$ cat src/hw/rtl/bch_pkg.sv
// Shared types, constants and code tables for the (44,32) BCH codec.
package bch_pkg;

    localparam int CodeBits = 44;
    localparam int DataBits = 32;
    localparam int ParBits  = 12;
    localparam int RomDepth = 1 << ParBits;
    localparam int PosW     = $clog2(CodeBits);
    localparam int QDepth   = 4;
    localparam int QAw      = $clog2(QDepth);

    // Generator rows, indexed by message bit.
    localparam logic [ParBits-1:0] GenRows [DataBits] = '{
        12'h395, 12'h72A, 12'hE54, 12'hF3D, 12'hDEF, 12'h84B, 12'h303, 12'h606,
        12'hC0C, 12'hB8D, 12'h48F, 12'h91E, 12'h1A9, 12'h352, 12'h6A4, 12'hD48,
        12'h905, 12'h19F, 12'h33E, 12'h67C, 12'hCF8, 12'hA65, 12'h75F, 12'hEBE,
        12'hEE9, 12'hE47, 12'hF1B, 12'hDA3, 12'h8D3, 12'h233, 12'h466, 12'h8CC
    };

    typedef enum logic [0:0] {
        OP_ENCODE = 1'b0,
        OP_DECODE = 1'b1
    } t_op;

    typedef enum logic [1:0] {
        ST_CLEAN   = 2'd0,
        ST_CORR    = 2'd1,
        ST_UNCORR  = 2'd2
    } t_status;

    typedef struct packed {
        logic [0:0]          opcode;
        logic [DataBits-1:0] message;
        logic [CodeBits-1:0] received;
    } t_in;

    typedef struct packed {
        logic [CodeBits-1:0] codeword_out;
        logic [ParBits-1:0]  syndrome;
        logic [1:0]          status;
    } t_out;

    // Classified work item passed from front to back through the queue.
    typedef struct packed {
        logic                lookup;
        logic [CodeBits-1:0] word;
        logic [ParBits-1:0]  syn;
    } t_work;

    // Pattern memory entry: valid flag over the error pattern.
    typedef struct packed {
        logic                vld;
        logic [CodeBits-1:0] pat;
    } t_rom;

    function automatic logic [ParBits-1:0] check_row(input logic [PosW-1:0] pos);
        logic [PosW-1:0] k;
        k = pos - PosW'(ParBits);
        if (pos < PosW'(ParBits)) begin
            check_row = ParBits'(1) << pos[3:0];
        end else begin
            check_row = GenRows[k[4:0]];
        end
    endfunction

    function automatic logic [ParBits-1:0] make_syndrome(input logic [CodeBits-1:0] w);
        logic [ParBits-1:0] s;
        s = '0;
        for (int i = 0; i < CodeBits; i++) begin
            if (w[i]) begin
                s = s ^ check_row(PosW'(i));
            end
        end
        return s;
    endfunction

    function automatic logic [ParBits-1:0] make_parity(input logic [DataBits-1:0] m);
        logic [ParBits-1:0] p;
        p = '0;
        for (int i = 0; i < DataBits; i++) begin
            if (m[i]) begin
                p = p ^ GenRows[i];
            end
        end
        return p;
    endfunction

endpackage

$ cat src/hw/rtl/bch_front.sv
// Front end: accept transactions, form parity or syndrome, classify.
module bch_front (
    input  logic            i_clk,
    input  logic            i_rst_n,
    input  logic            i_in_valid,
    output logic            o_in_stall,
    input  bch_pkg::t_in    i_in_data,
    input  logic            i_busy,
    input  logic            i_q_full,
    output logic            o_push,
    output bch_pkg::t_work  o_work
);
    import bch_pkg::*;

    logic               r_vld;
    t_work              r_work;
    logic               n_vld;
    t_work              n_work;
    logic               accept;
    logic [ParBits-1:0] par;
    logic [ParBits-1:0] syn;

    assign o_in_stall = i_busy | (r_vld & i_q_full);
    assign accept     = i_in_valid & ~o_in_stall;
    assign o_push     = r_vld & ~i_q_full;
    assign o_work     = r_work;

    assign par = make_parity(i_in_data.message);
    assign syn = make_syndrome(i_in_data.received);

    always_comb begin
        n_vld  = r_vld;
        n_work = r_work;
        if (accept) begin
            n_vld = 1'b1;
            if (t_op'(i_in_data.opcode) == OP_ENCODE) begin
                n_work.lookup = 1'b0;
                n_work.word   = {i_in_data.message, par};
                n_work.syn    = par;
            end else begin
                n_work.lookup = (syn != '0);
                n_work.word   = i_in_data.received;
                n_work.syn    = syn;
            end
        end else if (o_push) begin
            n_vld = 1'b0;
        end
    end

    always_ff @(posedge i_clk) begin
        if (!i_rst_n) begin
            r_vld <= 1'b0;
        end else begin
            r_vld <= n_vld;
        end
        r_work <= n_work;
    end

endmodule

$ cat config.mk
export PLATFORM = sky130hd
export DESIGN_NAME = bch_front
export DESIGN_NICKNAME = d
export VERILOG_FILES = /design/src/hw/rtl/bch_pkg.sv /design/src/hw/rtl/bch_front.sv
export SDC_FILE = /design/constraint.sdc
export NUM_CORES = 1
export LEC_CHECK = 0
export ABC_CLOCK_PERIOD_IN_PS = 3100
export BUFFER_PORTS_ARGS = -buffer_cell sky130_fd_sc_hd__buf_2
export CAP_MARGIN = 0
export CORE_ASPECT_RATIO = 2
export CORE_MARGIN = 2
export CORE_UTILIZATION = 53
export DETAILED_ROUTE_END_ITERATION = 16
export MAX_ROUTING_LAYER = met4
export PLACE_DENSITY = 0.89
export SYNTH_ARGS = -nofsm -noshare
export SYNTH_HDL_FRONTEND = slang
export SYNTH_SLANG_ARGS = --single-unit
$ cat constraint.sdc
create_clock -name i_clk -period 3.1 [get_ports i_clk]
set_input_delay 0.775 -clock i_clk [delete_from_list [all_inputs] [get_ports i_clk]]
set_output_delay 0.775 -clock i_clk [all_outputs]
set_load 0.05 [all_outputs]
==> PnR_summary.wiki <==
{| class="wikitable"
! Metric !! Value
|-
| Number of iterations in the first detailed-routing pass || 4
|-
| Total of buffers placed on input and output ports || 140
|-
| Worst EP required || 3160 ps
|-
| DR iter-0 viols || 265
|-
| Leakage || 0.00246 uW
|-
| Comb pwr share || 47.9%
|-
| Total vias in the final route || 3336
|-
| Fraction of final layout cells with drive strength greater than 1 || 40.7%
|-
| Cells after Synth || 359
|-
| Die Height || 135 um
|-
| Horizontal die dimension || 69.6 um
|-
| Hold Crit Class || flip-flop to flip-flop
|-
| Count of antenna-violating nets left after detailed routing || 0
|-
| Switching power of the nets || 1380 uW
|-
| Post-route worst hold slack || 525 ps
|-
| Share of total power in sequential cells || 26.0%
|-
| Critical register-to-register path startpoint || r_vld
|-
| Slew of the pin with the lowest slew margin || 716 ps
|-
| Global-route wire length before repair || 19300 um
|-
| Instance count after placement with tap cells included || 603
|-
| Buffer cell driving the clock tree root || sky130_fd_sc_hd__clkbuf_16
|-
| Routability Congestion || 0.972
|-
| Setup slack on the worst flop-to-flop path || 1550 ps
|-
| Worst setup startpoint || i_in_data[15]
|-
| Starting Density || 54.9%
|-
| Post-route cell area || 5770 um^2
|-
| Setup crit end kind || flip-flop
|-
| Maximum net fanout on the critical path || 4
|-
| Final nets || 598
|-
| Most frequent standard cell in the layout excluding fill and tap cells || sky130_fd_sc_hd__buf_2
|-
| Hold Path Cell Cnt || 2
|-
| Total of warnings raised by yosys || 0
|-
| Total of max-cap violations || 0
|-
| Number of buffers created by CTS || 9
|-
| Half-perimeter wire length of the detailed placement result || 10900 um
|-
| Initial antenna violation count || 1
|-
| Post-CTS sizing || 0
|-
| Gr ovfl total || 0
|-
| Avg Inst Size Synth || 12.7 um^2
|-
| Final Setup Violations || 0
|-
| Post-Route Utilization || 69.6%
|-
| Die ar. || 9400 um^2
|-
| Number of hold violations in the final report || 0
|-
| Top cells by area, synth || sky130_fd_sc_hd__edfxtp_1, sky130_fd_sc_hd__xnor2_1, sky130_fd_sc_hd__xnor3_1, sky130_fd_sc_hd__mux2_2, sky130_fd_sc_hd__xor2_1
|-
| Slew Viols, Final || 0
|-
| Total nets after synthesis || 441
|-
| Internal power summed over all cells || 2520 uW
|-
| Most used cells in the layout excluding fill and tap cells || sky130_fd_sc_hd__buf_2, sky130_fd_sc_hd__xnor2_1, sky130_fd_sc_hd__edfxtp_1
|-
| Number of cells on the worst reg-to-reg path || 3
|-
| Global-route usage over all layers || 29.3%
|-
| Post-CTS clock slew at the launch and capture registers of the worst setup and hold paths || 50 ps
|-
| Post-CTS Setup Inserts || 0
|-
| Largest area contributor in the synthesized netlist || sky130_fd_sc_hd__edfxtp_1
|-
| Critical path class || input pin to flip-flop
|-
| WP data arrival || 2690 ps
|-
| Setup_tns || 0 ps
|-
| Startpoint type of the worst setup path || input pin
|-
| Reg-to-reg critical path endpoint || o_work[7]
|-
| Final worst clock skew || 6.58 ps
|-
| Number of non-filler instances in the completed layout || 618
|-
| Start point of the worst hold path || r_vld
|-
| Hold buffers post-CTS || 0
|-
| Portion of the post-synthesis area used by sequential elements || 38.0%
|-
| Post-synthesis sequential element count || 58
|-
| Run status || complete, no violations
|-
| Vias per cell || 5.40
|-
| Total placed instance area || 5470 um^2
|-
| Max Buffers Root-to-Sink || 2
|-
| Total routed wirelength || 12900 um
|-
| Clock period minus worst slack || 2620 ps
|-
| Worst rel slew slack || 52.3%
|-
| RSZ-0062 raised after global routing || no
|-
| Final critical-path share of the clock period || 84.6%
|-
| Core footprint || 8290 um^2
|-
| Fraction of power consumed by the clock network || 26.2%
|-
| Net switching fraction of the power || 35.4%
|-
| Num Clock Sinks || 58
|-
| DRC errors left || 0
|-
| Power density over the cells || 675 nW/um^2
|-
| Insertion delay of the later-clocked pin in the worst-skew pair || 330 ps
|-
| Floorplan row count || 47
|-
| End point of the worst hold path || r_vld
|-
| Average wire per cell in the routed design || 20.9 um
|-
| Library cells used by synthesis || 25
|-
| Highest Clock Rate || 381 MHz
|-
| Synth top area share || 37.6%
|-
| CTS tree || done
|-
| I/O Pins || 141
|-
| Maximum number of pins on one net before global-route repair || 35
|-
| Worst supply voltage drop on vdd || 0.000368 V
|-
| Post-Synthesis Cell Area || 4560 um^2
|-
| Htree depth || 3
|-
| Layout area overhead || 26.7%
|-
| Via count of the first global-routing pass || 3560
|}
## cell usage after synthesis (all sizes together)
| library cell | count |
|---|---|
| or2 | 1 |
| edfxtp | 57 |
| mux2 | 32 |
| clkbuf | 10 |
| and4 | 1 |
| nor4b | 1 |
| xnor2 | 135 |
| xor2 | 37 |
| a41oi | 1 |
| and3b | 1 |
| xnor3 | 24 |
| a21o | 4 |
| xor3 | 1 |
| a21oi | 21 |
| inv | 12 |
| and2 | 2 |
| nor2b | 2 |
| dfxtp | 1 |
| nand2 | 1 |
| buf | 1 |
| nor2 | 14 |
## cells by family (layout without fill, tap and decap cells)
logic type / after synthesis / count (layout) / synth area share (%)
AO/OA/AOI/OAI: 26 / 26 / 3.35
buffers and inverters: 23 / 183 / 2.06
other: 0 / 1 / 0
XOR/XNOR: 197 / 197 / 46.0
flip-flops: 58 / 58 / 38.0
multiplexers: 32 / 32 / 7.91
AND/OR/NAND/NOR: 23 / 23 / 2.69
## per-layer routing
layer	routed length, um	share of wire, %	vias to the layer above	global-route usage, %
met1	3820	30	1602	24.9
li1	-	-	1526	-
met5	0	0	-	-
met2	7430	57	149	53.5
met4	1090	8.4	0	24.0
met3	590	4.6	59	5.67
## metrics by stage
stage | worst slack [ps] | total power, uW
finish | 478 | 3900
CTS | 470 | 3900
detailed placement | 124 | 2870
global placement | 151 | 2850
global route | 401 | 4040
floorplan | 319 | 2410
## final cells by class
cell class	instances	area, um^2
multi-input combinational	278	2730
fill	620	2520
sequential	58	1730
timing repair buffer	157	841
clock buffer	10	229
tap	98	123
clock inverter	4	68.8
inverter	12	45.0
antenna	1	2.50
## critical path, stage by stage
cell	delay [ps]
sky130_fd_sc_hd__buf_2	140
sky130_fd_sc_hd__xor2_1	160
sky130_fd_sc_hd__buf_4	150
sky130_fd_sc_hd__xnor2_1	300
sky130_fd_sc_hd__xnor3_1	470
sky130_fd_sc_hd__xnor2_1	310
sky130_fd_sc_hd__and4_4	280
sky130_fd_sc_hd__a41oi_2	90
## power groups by stage
stage | registers [uW] | logic, uW | clock network (uW)
after floorplan | 1280 | 1130 | 0
after global placement | 1020 | 1830 | 0
after detailed placement | 1030 | 1840 | 0
after CTS | 1010 | 1860 | 1030
after global routing | 1020 | 1970 | 1060
final | 1010 | 1860 | 1020
## sequential cells by signal (all words and copies together), names as in the netlist
name    cells
r_vld       1
o_work     57
## how the worst max path moves through the flow
| stage | endpoint | cells past startpoint | slack [ps] |
|---|---|---|---|
| 6_report | o_work[56] | 8 | 480 |
| 5_1_grt | o_work[56] | 8 | 400 |
| 4_1_cts | o_work[56] | 8 | 470 |
| 3_5_place_dp | o_work[56] | 8 | 120 |
| 3_3_place_gp | o_work[56] | 8 | 150 |
| 2_1_floorplan | o_work[56] | 7 | 320 |
(Power assumes the default switching activity.)
