$ cat src/hw/rtl/bch_pkg.sv
// Shared types, constants and code tables for the (44,32) BCH codec.
package bch_pkg;

    localparam int CodeBits = 44;
    localparam int DataBits = 32;
    localparam int ParBits  = 12;
    localparam int RomDepth = 1 << ParBits;
    localparam int PosW     = $clog2(CodeBits);
    localparam int QDepth   = 4;
    localparam int QAw      = $clog2(QDepth);

    // Generator rows, indexed by message bit.
    localparam logic [ParBits-1:0] GenRows [DataBits] = '{
        12'h395, 12'h72A, 12'hE54, 12'hF3D, 12'hDEF, 12'h84B, 12'h303, 12'h606,
        12'hC0C, 12'hB8D, 12'h48F, 12'h91E, 12'h1A9, 12'h352, 12'h6A4, 12'hD48,
        12'h905, 12'h19F, 12'h33E, 12'h67C, 12'hCF8, 12'hA65, 12'h75F, 12'hEBE,
        12'hEE9, 12'hE47, 12'hF1B, 12'hDA3, 12'h8D3, 12'h233, 12'h466, 12'h8CC
    };

    typedef enum logic [0:0] {
        OP_ENCODE = 1'b0,
        OP_DECODE = 1'b1
    } t_op;

    typedef enum logic [1:0] {
        ST_CLEAN   = 2'd0,
        ST_CORR    = 2'd1,
        ST_UNCORR  = 2'd2
    } t_status;

    typedef struct packed {
        logic [0:0]          opcode;
        logic [DataBits-1:0] message;
        logic [CodeBits-1:0] received;
    } t_in;

    typedef struct packed {
        logic [CodeBits-1:0] codeword_out;
        logic [ParBits-1:0]  syndrome;
        logic [1:0]          status;
    } t_out;

    // Classified work item passed from front to back through the queue.
    typedef struct packed {
        logic                lookup;
        logic [CodeBits-1:0] word;
        logic [ParBits-1:0]  syn;
    } t_work;

    // Pattern memory entry: valid flag over the error pattern.
    typedef struct packed {
        logic                vld;
        logic [CodeBits-1:0] pat;
    } t_rom;

    function automatic logic [ParBits-1:0] check_row(input logic [PosW-1:0] pos);
        logic [PosW-1:0] k;
        k = pos - PosW'(ParBits);
        if (pos < PosW'(ParBits)) begin
            check_row = ParBits'(1) << pos[3:0];
        end else begin
            check_row = GenRows[k[4:0]];
        end
    endfunction

    function automatic logic [ParBits-1:0] make_syndrome(input logic [CodeBits-1:0] w);
        logic [ParBits-1:0] s;
        s = '0;
        for (int i = 0; i < CodeBits; i++) begin
            if (w[i]) begin
                s = s ^ check_row(PosW'(i));
            end
        end
        return s;
    endfunction

    function automatic logic [ParBits-1:0] make_parity(input logic [DataBits-1:0] m);
        logic [ParBits-1:0] p;
        p = '0;
        for (int i = 0; i < DataBits; i++) begin
            if (m[i]) begin
                p = p ^ GenRows[i];
            end
        end
        return p;
    endfunction

endpackage

$ cat src/hw/rtl/bch_queue.sv
// Short queue of classified work items between front and back.
module bch_queue (
    input  logic            i_clk,
    input  logic            i_rst_n,
    input  logic            i_push,
    input  bch_pkg::t_work  i_work,
    output logic            o_full,
    input  logic            i_pop,
    output logic            o_empty,
    output bch_pkg::t_work  o_work
);
    import bch_pkg::*;

    t_work          r_mem [QDepth];
    logic [QAw-1:0] r_wr_ptr;
    logic [QAw-1:0] r_rd_ptr;
    logic [QAw:0]   r_cnt;

    assign o_full  = (r_cnt == (QAw+1)'(QDepth));
    assign o_empty = (r_cnt == '0);
    assign o_work  = r_mem[r_rd_ptr];

    always_ff @(posedge i_clk) begin
        if (!i_rst_n) begin
            r_wr_ptr <= '0;
            r_rd_ptr <= '0;
            r_cnt    <= '0;
        end else begin
            if (i_push) begin
                r_wr_ptr <= r_wr_ptr + 1'b1;
            end
            if (i_pop) begin
                r_rd_ptr <= r_rd_ptr + 1'b1;
            end
            case ({i_push, i_pop})
                2'b10:   r_cnt <= r_cnt + 1'b1;
                2'b01:   r_cnt <= r_cnt - 1'b1;
                default: r_cnt <= r_cnt;
            endcase
        end
    end

    always_ff @(posedge i_clk) begin
        if (i_push) begin
            r_mem[r_wr_ptr] <= i_work;
        end
    end

endmodule

$ cat config.mk
export PLATFORM = sky130hd
export DESIGN_NAME = bch_queue
export DESIGN_NICKNAME = d
export VERILOG_FILES = /design/src/hw/rtl/bch_pkg.sv /design/src/hw/rtl/bch_queue.sv
export SDC_FILE = /design/constraint.sdc
export NUM_CORES = 1
export LEC_CHECK = 0
export BUFFER_PORTS_ARGS = -buffer_cell sky130_fd_sc_hd__buf_2
export CAP_MARGIN = 10
export CORE_MARGIN = 1
export CORE_UTILIZATION = 40
export DETAILED_ROUTE_END_ITERATION = 8
export GPL_ROUTABILITY_DRIVEN = 0
export PLACE_DENSITY_LB_ADDON = 0.05
export SYNTH_ARGS = -nofsm -noshare
export SYNTH_HDL_FRONTEND = slang
export SYNTH_SLANG_ARGS = --single-unit
$ cat constraint.sdc
create_clock -name i_clk -period 2.2 [get_ports i_clk]
set_clock_uncertainty 0.05 [all_clocks]
set_input_delay 0.22 -clock i_clk [delete_from_list [all_inputs] [get_ports i_clk]]
set_output_delay 0.22 -clock i_clk [all_outputs]
set_load 0.05 [all_outputs]
==> metrics, run 1 <==
Final Cycle Share=98.6%; Most Crowded Layer GR=met2; Rel. slew slack=74.0%; post-layout util=54.3%; crit path launch type=flip-flop; Fin Setup TNS=0 ns; setup ws final=0.0297 ns; vias per cell=4.92; layout overhead on the synthesized area=32.5%; CP required=between 1.5 and 2 ns; worst reg2reg path endpoint=r_cnt[2]; RSZ-0062 raised after global routing=yes; synthesized flop and latch total=roughly 240; CTS sink cnt=237; initial antenna violation count=0; Fmax=461 MHz; wire length of the first global-routing pass=25400 um; Clock Tree Buf Depth=3; synth unique cells=21; Worst Hold Class=input pin to flip-flop; initial core utilization=41.0%; # H-tree levels=1; minimum clock period=2.17 ns; Max VDD drop=0.712 mV; Root Driver=clkbuf_16; worst-path cell chain=buf_6, mux4_2, buf_2; count of warnings emitted by yosys=0; Buf+Inv Stages, Crit Path=2; M2 GR Usage=26.1%; crit path DAT=1.90 ns; R2R depth=5; final hold viol count=0; crit end category=output port; wire per inst=19.5 um; IO Port Bufs=about 120; die height=149 um; Slew Viols, Final=0; Final Cell Area=0.0115 sq mm; Final Setup Violations=0; Internal Pwr Total=8.65 mW; nets=623; DP Cell Count=740; ant diodes=0; pre-CTS WS=0.324 ns; worst reg-to-reg setup slack=roughly 0.55 ns; Critical Path Stages=3; die area=0.0223 sq mm; Max-cap violations=0; Clk network pwr share=38.9%; final WL=16600 um; layout cells sized above 1=41.4%; crit-path max FO=9; HPWL Detailed=9620 um; Post-Syn Nets=410; CP endpoint=o_work[3]; clk_lat worst skew=between 0.5 and 0.6 ns; # rows=53; Post-DRT Antenna Nets=0; DRT Pass-1 Iters=4; Power Dens Cells=994 mW/mm^2; gr ovfl total=0; total track usage=approximately 15%; Gate power share=15.2%; mapped cell area=0.00867 sq mm; share of the synthesized area in the top cell type=79.0%; Crit-path slowest cell=mux4_2; routing usage on met3=3.21%; Post-Syn Instances=~340; vias in the first global route=4563; leading post-synthesis cells by cell area=edfxtp_1 (79%), mux4_2 (15%), dfxtp_1 (2.1%); placed cell area=0.00976 sq mm; pin count of the biggest net entering global routing=34; Die Wd=149 um; FF-to-FF Start=r_cnt[0]; CTS tree=yes; outcome=finished clean; Hold WS=0.0590 ns; Worst Max-Slew Pin Slew=approximately 0.39 ns; core footprint=0.0212 sq mm; most common cell after layout, fill and taps aside=edfxtp_1; Lkg Pwr=3.97 nW; num ports=120; Crit Path Category=flip-flop to output port; largest area contributor in the netlist=edfxtp_1; CTS Buf Count=26; Psw=2.77 mW; GRT met1 Usage=20.2%; Mapped Avg Cell Area=25.3 sq um; Reg power frac=45.9%; fin cells=850; commonest non-fill, non-tap cells in the layout=edfxtp_1 (228), buf_2 (87), dlygate4sd3_1 (58); CTS clk-pin slew, worst paths=0.06 ns; DRC errors left=0; sequential fraction of the synthesis area=approximately four fifths; initial DRC count=213; critical path's largest stage delay=0.53 ns; Worst path top cell family by delay=multiplexers; via count=4178; switching fraction of total power=24.2%; total power draw=11.4 mW
registers in the layout (all words and copies together) (netlist names), named ones only:
register	flops
r_mem	228
r_cnt	3
r_rd_ptr	2
r_wr_ptr	2
power by group through the flow:
stage / Clock, mW / Sequential [mW] / Combinational (mW)
finish: 4.44 / 5.24 / 1.73
detailed placement: 0 / 5.36 / 1.51
floorplan: 0 / 5.31 / 1.11
CTS: 4.55 / 5.25 / 1.78
global placement: 0 / 5.35 / 1.50
global route: 4.71 / 5.26 / 1.83
tightest hold or removal path, cell delays in order:
cell	delay, ns
buf_2	0.13
xor2_1	0.08
and2_1	0.15
routing by layer:
layer  vias up  wire [um]
met5         -          0
met4         0        289
met3        21        732
met2       106       8400
met1      2176       7150
li1       1875          -
kinds of logic (layout without fill, tap and decap cells):
| family | Yosys count | count (layout) | share of synthesized area, % |
|---|---|---|---|
| xor+xnor | 5 | 5 | 0.505 |
| simple gates | 16 | 16 | 1.08 |
| compound gates | 3 | 3 | 0.202 |
| flops | 237 | 237 | 81.1 |
| fa+ha+maj | 6 | 6 | 0.953 |
| mux | 58 | 58 | 14.9 |
| buf+inv | 18 | 250 | 1.27 |
how the worst min path moves through the flow:
stage,from,endpoint,slack [ns],depth (start not counted)
floorplan,i_work[0],r_mem[0][0],0.27,0
global placement,i_work[31],r_mem[3][31],0.38,1
detailed placement,i_work[52],r_mem[3][52],0.39,1
CTS,i_pop,r_rd_ptr[0],0.04,3
global route,i_pop,r_rd_ptr[0],0.05,3
finish,i_pop,r_rd_ptr[0],0.06,3
synth_stat cells, drive strengths merged:
library cell,count
edfxtp,228
mux4,57
and2,10
buf,10
dfxtp,9
inv,6
ha,5
xor2,3
clkbuf,2
nand2,2
o21ai,2
xnor2,2
a21boi,1
and3,1
fa,1
mux2i,1
nor2b,1
nor3,1
or3,1
timing repair:
action / in CTS / in global routing
endpoints found under the setup margin: 48 / 55
gates cloned: 1 / 0
buffers inserted: 6 / 0
hold buffers: 58 / 0
gates resized for setup: 60 / 7
endpoints found under the hold margin: 237 / 0
layout make-up:
class | instances | area (sq um)
Clock buffer | 31 | 691
Clock inverter | 16 | 196
Sequential cell | 237 | 7030
Multi-Input combinational cell | 88 | 1540
Fill cell | 1665 | 9670
Timing Repair Buffer | 197 | 1660
Inverter | 6 | 22.5
Tap cell | 275 | 344
Note: power is estimated with default switching activity, not from simulation.
==> run 2, diff against run 1 <==
==> constraint.sdc (replaced) <==
create_clock -name i_clk -period 1.8 [get_ports i_clk]
set_clock_uncertainty 0.05 [all_clocks]
set_input_delay 0.18 -clock i_clk [delete_from_list [all_inputs] [get_ports i_clk]]
set_output_delay 0.18 -clock i_clk [all_outputs]
set_load 0.05 [all_outputs]
==> run 2 against run 1 <==
  * The run now ends with negative setup slack left
  * Clock-buffer cell count fell by 2
  * Power grew 20%
  * Non-clock buffer count grew 6
  * First-iteration DRC count is 18% lower
  * Setup slack got worse by 0.34 ns
  * Die area is the same
==> metrics, run 2 (same netlist as run 1, synthesis figures left out) <==
outcome=finished, violations left; failing checks=negative setup slack; Root Driver=clkbuf_16; initial core utilization=41.0% (unchanged); Power Dens Cells=1160 mW/mm^2 (+17%); worst reg-to-reg setup slack=0.12 ns (-0.43 ns); largest register by flop count=r_mem; Regs by FF count=r_mem x228, r_cnt x3; die height=149 um (unchanged); most common cell after layout, fill and taps aside=edfxtp_1; wire length of the first global-routing pass=24200 um (-4.5%); CTS sink cnt=237 (unchanged); CP required=1.57 ns (-0.36 ns); Die Wd=149 um (unchanged); num ports=120 (unchanged); Final Setup Violations=57 (+57); vias in the first global route=4313 (-5.5%); # rows=53 (unchanged); via count=4130 (-1.1%); nets=628 (+0.80%); crit path DAT=1.88 ns (-0.02 ns); total track usage=14.7% (-0.70 points); Clock Tree Buf Depth=3 (unchanged); worst hold stages=3 (unchanged); max reg flops=228 (unchanged); Worst Hold Class=input pin to flip-flop; Fill cells=1675 (+0.60%); Final Cycle Share=117%; crit end category=output port; vias per cell=4.85 (-1.3%); met3 wire length=740 um (+1.1%); DRC errors left=0 (unchanged); wire length on met2=8290 um (-1.3%); clk_lat worst skew=0.50 ns (about the same); CTS Buf Count=25 (-3.8%); CTS tree=yes; die area=0.0223 sq mm (unchanged); top sig layer=met4; fin cells=851 (+0.12%); Post-DRT Antenna Nets=0 (unchanged); commonest non-fill, non-tap cells in the layout=edfxtp_1 (228), buf_2 (62), dlygate4sd3_1 (58); Worst Max-Slew Pin Slew=0.253 ns (-0.137 ns); M1 wire length=7270 um (+1.8%); layout cells sized above 1=42.2% (+0.80 points); pre-CTS WS=0.0561 ns (-0.268 ns); Max VDD drop=0.662 mV (-7.0%); Slew Viols, Final=0 (unchanged); IO Port Bufs=119 (unchanged); crit-path max FO=5 (-4); minimum clock period=2.11 ns; initial antenna violation count=0 (unchanged); pin count of the biggest net entering global routing=37 (+8.8%); worst reg2reg path endpoint=r_cnt[2]; total power draw=13.7 mW (+20%); crit path launch type=flip-flop; core footprint=0.0212 sq mm (unchanged); Crit Path Category=flip-flop to output port; FF-to-FF Start=r_cnt[0]; wire per inst=19.6 um (+0.40%); DP Cell Count=740 (unchanged); layout overhead on the synthesized area=35.7%; Worst Hold End=r_rd_ptr[0]; ant diodes=0 (unchanged); Max-cap violations=0 (unchanged); R2R depth=5 (unchanged); # H-tree levels=1 (unchanged); hold path start=i_pop; CTS clk-pin slew, worst paths=0.06 ns (about the same); Rel. slew slack=83.1% (+9.1 points); gr ovfl total=0 (unchanged); Lkg Pwr=4.06 nW (+2.3%); Fmax=475 MHz; final WL=16700 um (+0.51%); setup ws final=-0.307 ns (-0.337 ns); initial DRC count=174 (-18%); HPWL Detailed=9120 um (-5.1%); final hold viol count=0 (unchanged); DRT Pass-1 Iters=4 (unchanged); RSZ-0062 raised after global routing=yes
## run 2: cell types whose count changed in the layout (fill, tap and decap cells not counted), sizes merged
cell / previous run / this run
clkbuf: 32 / 35
clkinv: 11 / 8
bufinv: 5 / 3
buf: 138 / 139
clkinvlp: 0 / 1
inv: 6 / 7
## run 2: report_power, final
group	switching (mW)	internal (mW)	leakage [nW]
Clock	1.92	2.96	0.384
Combinational	1.37	1.01	1.51
Sequential	0.0648	6.33	2.17
Total	3.36	10.3	4.06
## run 2: metrics by stage
stage | hold slack [ns] | TNS (ns) | cell area, sq um | utilization (%)
after floorplan | 0.229 | 0 | 8670 | -
after global placement | 0.340 | 0 | 9800 | 46.3
final | 0.0312 | -16.26 | 11800 | 55.6
after global routing | 0.0451 | -19.11 | 11800 | 55.6
after detailed placement | 0.347 | 0 | 9800 | 46.3
after CTS | 0.00941 | -16.97 | 11500 | 54.5
## run 2: final cells by class
class | count | area, sq um | share of cell area, %
sequential | 237 | 7030 | 59.8
timing repair buffer | 203 | 2040 | 17.3
multi-input combinational | 88 | 1540 | 13.1
clock buffer | 29 | 641 | 5.45
tap | 275 | 344 | 2.93
clock inverter | 13 | 143 | 1.21
inverter | 6 | 22.5 | 0.191
## run 2: repair_timing
item,4_1_cts,5_1_grt
hold endpoints to repair,236,0
endpoints found under the setup margin,57,57
hold buffers,58,0
gates cloned,0,8
gates resized for setup,114,4
setup buffers,0,3
## run 2: worst max-delay path: stages (launching register included)
cell     delay [ns]
dfxtp_4        0.38
buf_12         0.14
buf_12         0.13
mux4_2         0.54
buf_6          0.18
## run 2: worst max-delay path by stage
stage | endpoint | slack [ns]
5_1_grt | o_work[19] | -0.36
3_3_place_gp | r_cnt[2] | 0.17
6_report | o_work[31] | -0.31
4_1_cts | o_work[0] | -0.33
3_5_place_dp | r_cnt[2] | 0.06
2_1_floorplan | r_mem[2][0] | 0.06
## run 2: per-layer routing
layer / vias up / track usage [%]
met5: - / 0
met4: 0 / 4.29
met3: 29 / 2.60
met2: 100 / 24.7
met1: 2115 / 19.7
li1: 1886 / -
